## src/rtl/roman_pkg.sv

```systemverilog
// shared types, symbol codes and digit-to-symbol functions for the roman numeral converter
`default_nettype none

package roman_pkg;

  localparam int unsigned VALUE_W     = 12;
  localparam int unsigned SYMBOL_W    = 7;
  localparam int unsigned DIGIT_W     = 4;
  localparam int unsigned PLACES      = 4;
  localparam int unsigned MAX_VALID   = 3999;
  localparam int unsigned QUEUE_DEPTH = 2;
  localparam int unsigned QPTR_W      = $clog2(QUEUE_DEPTH);

  localparam logic [SYMBOL_W-1:0] SYM_NONE = 7'h00;
  localparam logic [SYMBOL_W-1:0] SYM_I    = 7'h49;
  localparam logic [SYMBOL_W-1:0] SYM_V    = 7'h56;
  localparam logic [SYMBOL_W-1:0] SYM_X    = 7'h58;
  localparam logic [SYMBOL_W-1:0] SYM_L    = 7'h4c;
  localparam logic [SYMBOL_W-1:0] SYM_C    = 7'h43;
  localparam logic [SYMBOL_W-1:0] SYM_D    = 7'h44;
  localparam logic [SYMBOL_W-1:0] SYM_M    = 7'h4d;

  typedef enum logic [1:0] {
    K_NORM,
    K_ZERO,
    K_OOR
  } kind_t;

  // one classified input, digits indexed by place (0 = ones)
  typedef struct packed {
    kind_t                              kind;
    logic [PLACES-1:0][DIGIT_W-1:0]     digits;
  } item_t;

  function automatic logic [SYMBOL_W-1:0] unit_sym(input logic [1:0] place);
    logic [SYMBOL_W-1:0] s;
    case (place)
      2'd0:    s = SYM_I;
      2'd1:    s = SYM_X;
      2'd2:    s = SYM_C;
      default: s = SYM_M;
    endcase
    return s;
  endfunction

  function automatic logic [SYMBOL_W-1:0] five_sym(input logic [1:0] place);
    logic [SYMBOL_W-1:0] s;
    case (place)
      2'd0:    s = SYM_V;
      2'd1:    s = SYM_L;
      2'd2:    s = SYM_D;
      default: s = SYM_NONE;
    endcase
    return s;
  endfunction

  function automatic logic [SYMBOL_W-1:0] ten_sym(input logic [1:0] place);
    logic [SYMBOL_W-1:0] s;
    case (place)
      2'd0:    s = SYM_X;
      2'd1:    s = SYM_C;
      2'd2:    s = SYM_M;
      default: s = SYM_NONE;
    endcase
    return s;
  endfunction

  // number of symbols one nonzero digit expands to
  function automatic logic [2:0] sym_count(input logic [DIGIT_W-1:0] digit);
    logic [2:0] n;
    case (digit) inside
      4'd4, 4'd9:    n = 3'd2;
      [4'd5:4'd8]:   n = 3'(digit - 4'd4);
      [4'd1:4'd3]:   n = digit[2:0];
      default:       n = 3'd1;
    endcase
    return n;
  endfunction

  // symbol at position idx of the expansion of digit at place
  function automatic logic [SYMBOL_W-1:0] sym_at(input logic [DIGIT_W-1:0] digit,
                                                 input logic [1:0] place,
                                                 input logic [2:0] idx);
    logic [SYMBOL_W-1:0] s;
    case (digit) inside
      4'd9:        s = (idx == 3'd0) ? unit_sym(place) : ten_sym(place);
      4'd4:        s = (idx == 3'd0) ? unit_sym(place) : five_sym(place);
      [4'd5:4'd8]: s = (idx == 3'd0) ? five_sym(place) : unit_sym(place);
      default:     s = unit_sym(place);
    endcase
    return s;
  endfunction

endpackage

`default_nettype wire

```

## src/rtl/roman_front.sv

```systemverilog
// front end: accepts a value, classifies it and splits it into decimal digits
`default_nettype none

module roman_front (
  input  wire logic                           clk,
  input  wire logic                           rst_n,
  input  wire logic                           in_push,
  input  wire logic [roman_pkg::VALUE_W-1:0]  in_value,
  output logic                                in_full,
  output logic                                q_push,
  output roman_pkg::item_t                    q_item,
  input  wire logic                           q_full
);
  import roman_pkg::*;

  localparam int unsigned UNIT_THOUSANDS = 1000;
  localparam int unsigned UNIT_HUNDREDS  = 100;
  localparam int unsigned UNIT_TENS      = 10;

  typedef enum logic [1:0] {
    F_IDLE,
    F_SPLIT,
    F_PUSH
  } fstate_t;

  typedef struct packed {
    logic [DIGIT_W-1:0] digit;
    logic [VALUE_W-1:0] rem;
  } split_t;

  // one decimal digit by comparing against the nine multiples of the unit
  function automatic split_t split_digit(input logic [VALUE_W-1:0] rem,
                                         input int unsigned unit);
    split_t res;
    res.digit = '0;
    res.rem   = rem;
    for (int unsigned k = 1; k <= 9; k++) begin
      if ({2'b00, rem} >= 14'(k * unit)) begin
        res.digit = 4'(k);
        res.rem   = rem - VALUE_W'(k * unit);
      end
    end
    return res;
  endfunction

  fstate_t             state_r, state_nxt;
  logic [1:0]          step_r, step_nxt;
  logic [VALUE_W-1:0]  rem_r, rem_nxt;
  item_t               item_r, item_nxt;
  split_t              sp_th, sp_hu, sp_te;

  assign sp_th = split_digit(rem_r, UNIT_THOUSANDS);
  assign sp_hu = split_digit(rem_r, UNIT_HUNDREDS);
  assign sp_te = split_digit(rem_r, UNIT_TENS);

  assign in_full = (state_r != F_IDLE);
  assign q_push  = (state_r == F_PUSH) && !q_full;
  assign q_item  = item_r;

  always_comb begin
    state_nxt = state_r;
    step_nxt  = step_r;
    rem_nxt   = rem_r;
    item_nxt  = item_r;
    case (state_r)
      F_IDLE: begin
        if (in_push) begin
          item_nxt.digits = '0;
          rem_nxt         = in_value;
          step_nxt        = 2'd0;
          if (in_value > VALUE_W'(MAX_VALID)) begin
            item_nxt.kind = K_OOR;
            state_nxt     = F_PUSH;
          end else if (in_value == '0) begin
            item_nxt.kind = K_ZERO;
            state_nxt     = F_PUSH;
          end else begin
            item_nxt.kind = K_NORM;
            state_nxt     = F_SPLIT;
          end
        end
      end
      F_SPLIT: begin
        case (step_r)
          2'd0: begin
            item_nxt.digits[3] = sp_th.digit;
            rem_nxt            = sp_th.rem;
            step_nxt           = 2'd1;
          end
          2'd1: begin
            item_nxt.digits[2] = sp_hu.digit;
            rem_nxt            = sp_hu.rem;
            step_nxt           = 2'd2;
          end
          2'd2: begin
            item_nxt.digits[1] = sp_te.digit;
            item_nxt.digits[0] = sp_te.rem[DIGIT_W-1:0];
            state_nxt          = F_PUSH;
          end
          default: begin
            state_nxt = F_PUSH;
          end
        endcase
      end
      F_PUSH: begin
        if (!q_full) state_nxt = F_IDLE;
      end
      default: begin
        state_nxt = F_IDLE;
      end
    endcase
  end

  always_ff @(posedge clk) begin
    if (!rst_n) begin
      state_r <= F_IDLE;
      step_r  <= 2'd0;
    end else begin
      state_r <= state_nxt;
      step_r  <= step_nxt;
    end
    rem_r  <= rem_nxt;
    item_r <= item_nxt;
  end

endmodule

`default_nettype wire

```

## src/rtl/roman_queue.sv

```systemverilog
// two-entry queue of classified items between front and back
`default_nettype none

module roman_queue (
  input  wire logic              clk,
  input  wire logic              rst_n,
  input  wire logic              push,
  input  wire roman_pkg::item_t  push_item,
  output logic                   full,
  input  wire logic              pop,
  output roman_pkg::item_t       pop_item,
  output logic                   empty
);
  import roman_pkg::*;

  item_t                mem_r [QUEUE_DEPTH];
  logic [QPTR_W-1:0]    wr_ptr_r, rd_ptr_r;
  logic [QPTR_W:0]      count_r;
  logic                 do_push, do_pop;

  assign full     = (count_r == (QPTR_W+1)'(QUEUE_DEPTH));
  assign empty    = (count_r == '0);
  assign do_push  = push && !full;
  assign do_pop   = pop && !empty;
  assign pop_item = mem_r[rd_ptr_r];

  // depth is a power of two, so the pointers wrap on their own
  always_ff @(posedge clk) begin
    if (!rst_n) begin
      wr_ptr_r <= '0;
      rd_ptr_r <= '0;
      count_r  <= '0;
    end else begin
      if (do_push) wr_ptr_r <= wr_ptr_r + 1'b1;
      if (do_pop)  rd_ptr_r <= rd_ptr_r + 1'b1;
      case ({do_push, do_pop})
        2'b10:   count_r <= count_r + 1'b1;
        2'b01:   count_r <= count_r - 1'b1;
        default: count_r <= count_r;
      endcase
    end
    if (do_push) mem_r[wr_ptr_r] <= push_item;
  end

endmodule

`default_nettype wire

```

## src/rtl/roman_back.sv

```systemverilog
// back end: walks an item's digits; a symbol or empty result per transfer
`default_nettype none

module roman_back (
  input  wire logic                            clk,
  input  wire logic                            rst_n,
  input  wire logic                            q_empty,
  input  wire roman_pkg::item_t                q_item,
  output logic                                 q_pop,
  input  wire logic                            out_pop,
  output logic                                 out_empty,
  output logic [roman_pkg::SYMBOL_W-1:0]       out_symbol,
  output logic                                 out_has_symbol,
  output logic                                 out_out_of_range,
  output logic                                 out_last
);
  import roman_pkg::*;

  logic                  active_r, active_nxt;
  item_t                 item_r, item_nxt;
  logic [1:0]            place_r, place_nxt;
  logic [2:0]            idx_r, idx_nxt;
  logic                  oval_r, oval_nxt;
  logic [SYMBOL_W-1:0]   osym_r, osym_nxt;
  logic                  ohas_r, ohas_nxt;
  logic                  ooor_r, ooor_nxt;
  logic                  olast_r, olast_nxt;

  logic [DIGIT_W-1:0]    cur_digit;
  logic [2:0]            cur_cnt;
  logic                  lower_nz;
  logic                  slot_free;

  assign cur_digit = item_r.digits[place_r];
  assign cur_cnt   = sym_count(cur_digit);
  assign slot_free = !oval_r || out_pop;

  // any nonzero digit below the current place means more symbols follow
  always_comb begin
    lower_nz = 1'b0;
    for (int i = 0; i < PLACES; i++) begin
      if ((2'(i) < place_r) && (item_r.digits[i] != '0)) lower_nz = 1'b1;
    end
  end

  always_comb begin
    active_nxt = active_r;
    item_nxt   = item_r;
    place_nxt  = place_r;
    idx_nxt    = idx_r;
    oval_nxt   = oval_r;
    osym_nxt   = osym_r;
    ohas_nxt   = ohas_r;
    ooor_nxt   = ooor_r;
    olast_nxt  = olast_r;
    q_pop      = 1'b0;

    if (oval_r && out_pop) oval_nxt = 1'b0;

    if (!active_r) begin
      if (!q_empty) begin
        q_pop      = 1'b1;
        item_nxt   = q_item;
        place_nxt  = 2'd3;
        idx_nxt    = 3'd0;
        active_nxt = 1'b1;
      end
    end else if (item_r.kind != K_NORM) begin
      if (slot_free) begin
        oval_nxt   = 1'b1;
        osym_nxt   = SYM_NONE;
        ohas_nxt   = 1'b0;
        ooor_nxt   = (item_r.kind == K_OOR);
        olast_nxt  = 1'b1;
        active_nxt = 1'b0;
      end
    end else if (cur_digit == '0) begin
      place_nxt = place_r - 2'd1;
    end else if (slot_free) begin
      oval_nxt  = 1'b1;
      osym_nxt  = sym_at(cur_digit, place_r, idx_r);
      ohas_nxt  = 1'b1;
      ooor_nxt  = 1'b0;
      olast_nxt = 1'b0;
      if (idx_r == cur_cnt - 3'd1) begin
        idx_nxt   = 3'd0;
        place_nxt = place_r - 2'd1;
        if (!lower_nz) begin
          olast_nxt  = 1'b1;
          active_nxt = 1'b0;
        end
      end else begin
        idx_nxt = idx_r + 3'd1;
      end
    end
  end

  always_ff @(posedge clk) begin
    if (!rst_n) begin
      active_r <= 1'b0;
      oval_r   <= 1'b0;
    end else begin
      active_r <= active_nxt;
      oval_r   <= oval_nxt;
    end
    item_r  <= item_nxt;
    place_r <= place_nxt;
    idx_r   <= idx_nxt;
    osym_r  <= osym_nxt;
    ohas_r  <= ohas_nxt;
    ooor_r  <= ooor_nxt;
    olast_r <= olast_nxt;
  end

  assign out_empty        = !oval_r;
  assign out_symbol       = osym_r;
  assign out_has_symbol   = ohas_r;
  assign out_out_of_range = ooor_r;
  assign out_last         = olast_r;

endmodule

`default_nettype wire

```

## src/rtl/integer_to_roman_numeral.sv

```systemverilog
// front: accept and classify, split the digits (thousands, hundreds, then tens and ones), hand off to the queue
// back: load an item, then skip each zero digit and emit each symbol in turn
// the front takes a new value once it has handed the last one to the queue, while the back may still be emitting
// zero and out-of-range values skip the digit split and give a single result with no symbol
// reset: synchronous active-low rst_n empties the queue and the result register
`default_nettype none

module integer_to_roman_numeral (
  input  wire logic                           clk,
  input  wire logic                           rst_n,
  input  wire logic                           in_push,
  output logic                                in_full,
  input  wire logic [roman_pkg::VALUE_W-1:0]  in_value,
  input  wire logic                           out_pop,
  output logic                                out_empty,
  output logic [roman_pkg::SYMBOL_W-1:0]      out_symbol,
  output logic                                out_has_symbol,
  output logic                                out_out_of_range,
  output logic                                out_last
);
  import roman_pkg::*;

  logic   fq_push, fq_full;
  item_t  fq_item;
  logic   bq_pop, bq_empty;
  item_t  bq_item;

  roman_front u_front (
    .clk      (clk),
    .rst_n    (rst_n),
    .in_push  (in_push),
    .in_value (in_value),
    .in_full  (in_full),
    .q_push   (fq_push),
    .q_item   (fq_item),
    .q_full   (fq_full)
  );

  roman_queue u_queue (
    .clk       (clk),
    .rst_n     (rst_n),
    .push      (fq_push),
    .push_item (fq_item),
    .full      (fq_full),
    .pop       (bq_pop),
    .pop_item  (bq_item),
    .empty     (bq_empty)
  );

  roman_back u_back (
    .clk              (clk),
    .rst_n            (rst_n),
    .q_empty          (bq_empty),
    .q_item           (bq_item),
    .q_pop            (bq_pop),
    .out_pop          (out_pop),
    .out_empty        (out_empty),
    .out_symbol       (out_symbol),
    .out_has_symbol   (out_has_symbol),
    .out_out_of_range (out_out_of_range),
    .out_last         (out_last)
  );

endmodule

`default_nettype wire

```

## config.mk

```make
export PLATFORM = sky130hd
export DESIGN_NAME = integer_to_roman_numeral
export DESIGN_NICKNAME = d
export VERILOG_FILES = /design/src/rtl/roman_pkg.sv /design/src/rtl/roman_front.sv /design/src/rtl/roman_queue.sv /design/src/rtl/roman_back.sv /design/src/rtl/integer_to_roman_numeral.sv
export SDC_FILE = /design/constraint.sdc
export NUM_CORES = 1
export LEC_CHECK = 0
export ABC_AREA = 0
export BUFFER_PORTS_ARGS = -buffer_cell sky130_fd_sc_hd__buf_2
export CORE_MARGIN = 10
export CORE_UTILIZATION = 50
export CTS_CLUSTER_SIZE = 14
export DETAILED_ROUTE_END_ITERATION = 6
export PLACE_DENSITY_LB_ADDON = 0.15
export RECOVER_POWER = 50
export SYNTH_ARGS = -nofsm -noshare
export SYNTH_HDL_FRONTEND = slang
export SYNTH_SLANG_ARGS = --single-unit
```

## constraint.sdc

```tcl
create_clock -name clk -period 9.19 [get_ports clk]
set_clock_uncertainty 0.2 [all_clocks]
set_input_delay 0.4595 -clock clk [delete_from_list [all_inputs] [get_ports clk]]
set_output_delay 0.4595 -clock clk [all_outputs]
set_load 0.005 [all_outputs]
```

==> metrics <==
cts bufs inserted 9; Antenna Nets Post-Route 0; Die X 146.7 um; async set or reset register ratio after synthesis 0; number of global-route vias before repair 7245; Vias/cell about 7.0; Arrival @ worst endpoint 4.24 ns; n_diodes 0; Crit Path Max Fanout 18; Ports 28; Fin. Hold Viols 0; flops & latches, synth 104; Resized Gates After CTS 0; CTS Hold Bufs 0; die area 21530 um2; CTS tree yes; Site Rows 46; Core Box Area 15830 um2; P_leak 2.959 nW; clk_lat worst skew 0.34 ns; mux cell area share after synthesis 0.04160; setup TNS 0 ns; # fillers roughly 1400; global route overflow 0; TritonRoute pass-1 iters 7; cell area after synthesis 8030 um2; FF+latch area 3023 um2; CP bufs+invs 1; main combinational cell family by area after synthesis compound AO/OA/AOI/OAI gates; Synth Area in Compound Gates 0.2526; syn_nets 915; GPL Wtd Cong around 1.0; largest net degree at the start of global routing 38; slew at the pin closest to its max-slew limit between 1 and 1.5 ns; final period utilization 0.4732; violated checks design-rule violations; worst ir drop on vdd 0.00009831 V; chip height 146.7 um; delay-heaviest family, CP compound AO/OA/AOI/OAI gates; initial antenna violation count 0; top-count cell post-synth edfxtp_1; DRC 1; GRT Overall Usage 0.2464; setup violators final 0; synth cell count leaders 94 x edfxtp_1, 63 x nand2_1, 60 x a21oi_1; area grow syn2layout 6.606%; routed length per instance 25.79 um; Most used DFF post-synth edfxtp_1; min-delay worst type flip-flop to flip-flop; RSZ-0062 raised after global routing false; startpoint type of the worst setup path flip-flop; H-tree levels 3; final worst path period need between 4 and 5 ns; total number of vias 7580; post-synthesis xor/xnor area fraction 0.03708; crit-path max cell delay about 0.7 ns; clock sink total 104; global-route wire length before repair 42.24 mm; Slew headroom 0.2458; Avg Inst Size Synth 9.283 um2; top post-synthesis cells by area edfxtp_1 35%, ha_1 5.3%, a21oi_1 3.7%; share of post-route cells with drive strength above 1 0.1069; synth warn 0; Clock Tree Buf Depth 2; Crit. End Element flip-flop; final net count 906; area share of the largest cell type after synthesis 0.3515; Root Buffer clkbuf_16; multi-input logic area between 4000 and 5000 um2; Unique masters post-synth 95; slowest CP cell edfxtp_1; pre-CTS setup slack 5.071 ns; max cap viols 0; post-synthesis simple-gate area fraction 0.1893; final wirelength 27.77 mm; Post-synth EDFFs between 90 and 100; # port buffers 26; register area share after synthesis 0.3764; cell type with the largest total area after synthesis edfxtp_1; setup ws final between 4 and 5 ns; Initial Util 0.5074; CTS clk-pin slew, worst paths about 0.08 ns; Critical Path RT 9.08 ns; PD cells 239.9 nW/um2; achievable frequency 0.2300 GHz; Finished Core Util 0.5409; DR iter-0 viols 1011; post-CTS setup buffer count 0; Final HPWL DP 20.36 mm; synthesized-area fraction occupied by adder cells 0.05298; Slew Limit Fails 0; worst-path cell chain inv_1, ha_1, nor4bb_1, o211ai_1, and2_1, a311oi_1, o221ai_1, a31o_1; outcome finished with violations; Setup CP Type flip-flop to flip-flop; synthesized instance count a little under 900
[cells in the final DEF (no fill, tap or decap), types with 12 or more instances in the layout]
cell	instances
edfxtp_1	94
nand2_1	63
a21oi_1	60
nor2_1	55
o21ai_0	37
inv_1	35
ha_1	34
xnor2_1	29
nor3_1	27
a211oi_1	23
nand3_1	21
mux2_2	19
clkbuf_1	15
o31ai_1	14
o211ai_1	14
and2_1	13
buf_2	13
buf_4	13
nor2b_1	12
[power breakdown]
| part | switching (mW) | total (mW) | internal, mW | leakage [nW] |
|---|---|---|---|---|
| clock | 0.182 | 0.370 | 0.188 | 0.125 |
| combinational | 0.618 | 0.954 | 0.336 | 1.87 |
| sequential | 0.102 | 0.730 | 0.628 | 0.961 |
| total | 0.902 | 2.05 | 1.15 | 2.96 |
[worst register-to-register path, stage by stage, from the launching register on]
cell	delay, ns
edfxtp_1	0.72
inv_1	0.32
ha_1	0.49
nor4bb_1	0.68
o211ai_1	0.44
and2_1	0.36
a311oi_1	0.34
o221ai_1	0.28
a31o_1	0.27
[final timing paths]
path	from	to	slack [ns]	cells past startpoint
worst max-delay path	u_front.rem_r[2]	u_front.rem_r[6]	4.84	8
worst min-delay path	u_front.q_item[6]	u_queue.mem_r[0][6]	0.24	0
worst max register to register	u_front.rem_r[2]	u_front.rem_r[6]	4.84	8
worst min register to register	u_front.q_item[6]	u_queue.mem_r[0][6]	0.24	0
[area by class of cell]
| type | instances | share of cell area |
|---|---|---|
| clock buffers | 10 | 0.02675 |
| clock inverters | 6 | 0.006139 |
| repair buffers | 40 | 0.02514 |
| multi-input cells | 663 | 0.5406 |
| well taps | 216 | 0.03157 |
| flip-flops and latches | 104 | 0.3531 |
| inverters | 38 | 0.01666 |
[logic make-up (layout without fill, tap and decap cells)]
family,count (synthesis),in the layout
and+or+nand+nor,286,286
AOI/OAI and AO/OA,282,282
DFF,104,104
buffers and inverters,98,94
adders and majority gates,34,34
xor gates and xnor gates,34,34
muxes,26,26
other,1,1
[state kept, by name, indices dropped and copies added, names as in the netlist, 2 cells and up]
| signal | cells |
|---|---|
| u_back.idx_r | 3 |
| u_back.item_r | 17 |
| u_back.out_symbol | 6 |
| u_back.place_r | 2 |
| u_front.q_item | 17 |
| u_front.rem_r | 12 |
| u_front.state_r | 2 |
| u_front.step_r | 2 |
| u_queue.count_r | 2 |
| u_queue.mem_r | 34 |
[metal layers]
layer / vias to the layer above / share of wire / wire (um) / global-route usage
met2: 533 / 0.48 / 13310 / 0.4137
li1: 3329 / - / - / -
met3: 141 / 0.085 / 2369 / 0.03286
met1: 3577 / 0.37 / 10160 / 0.2899
met5: - / 0 / 0 / 0
met4: 0 / 0.070 / 1939 / 0.1617
[stage by stage]
stage	total power [mW]	hold slack, ns	cells	area (um2)
floorplan	1.368	0.2215	865	8030
global placement	1.652	0.2217	1061	8299
CTS	2.028	0.2265	1077	8581
global route	2.147	0.2351	1077	8561
finish	2.053	0.2441	1077	8561
detailed placement	1.661	0.2318	1061	8299
Power figures use the tool's default switching activity.
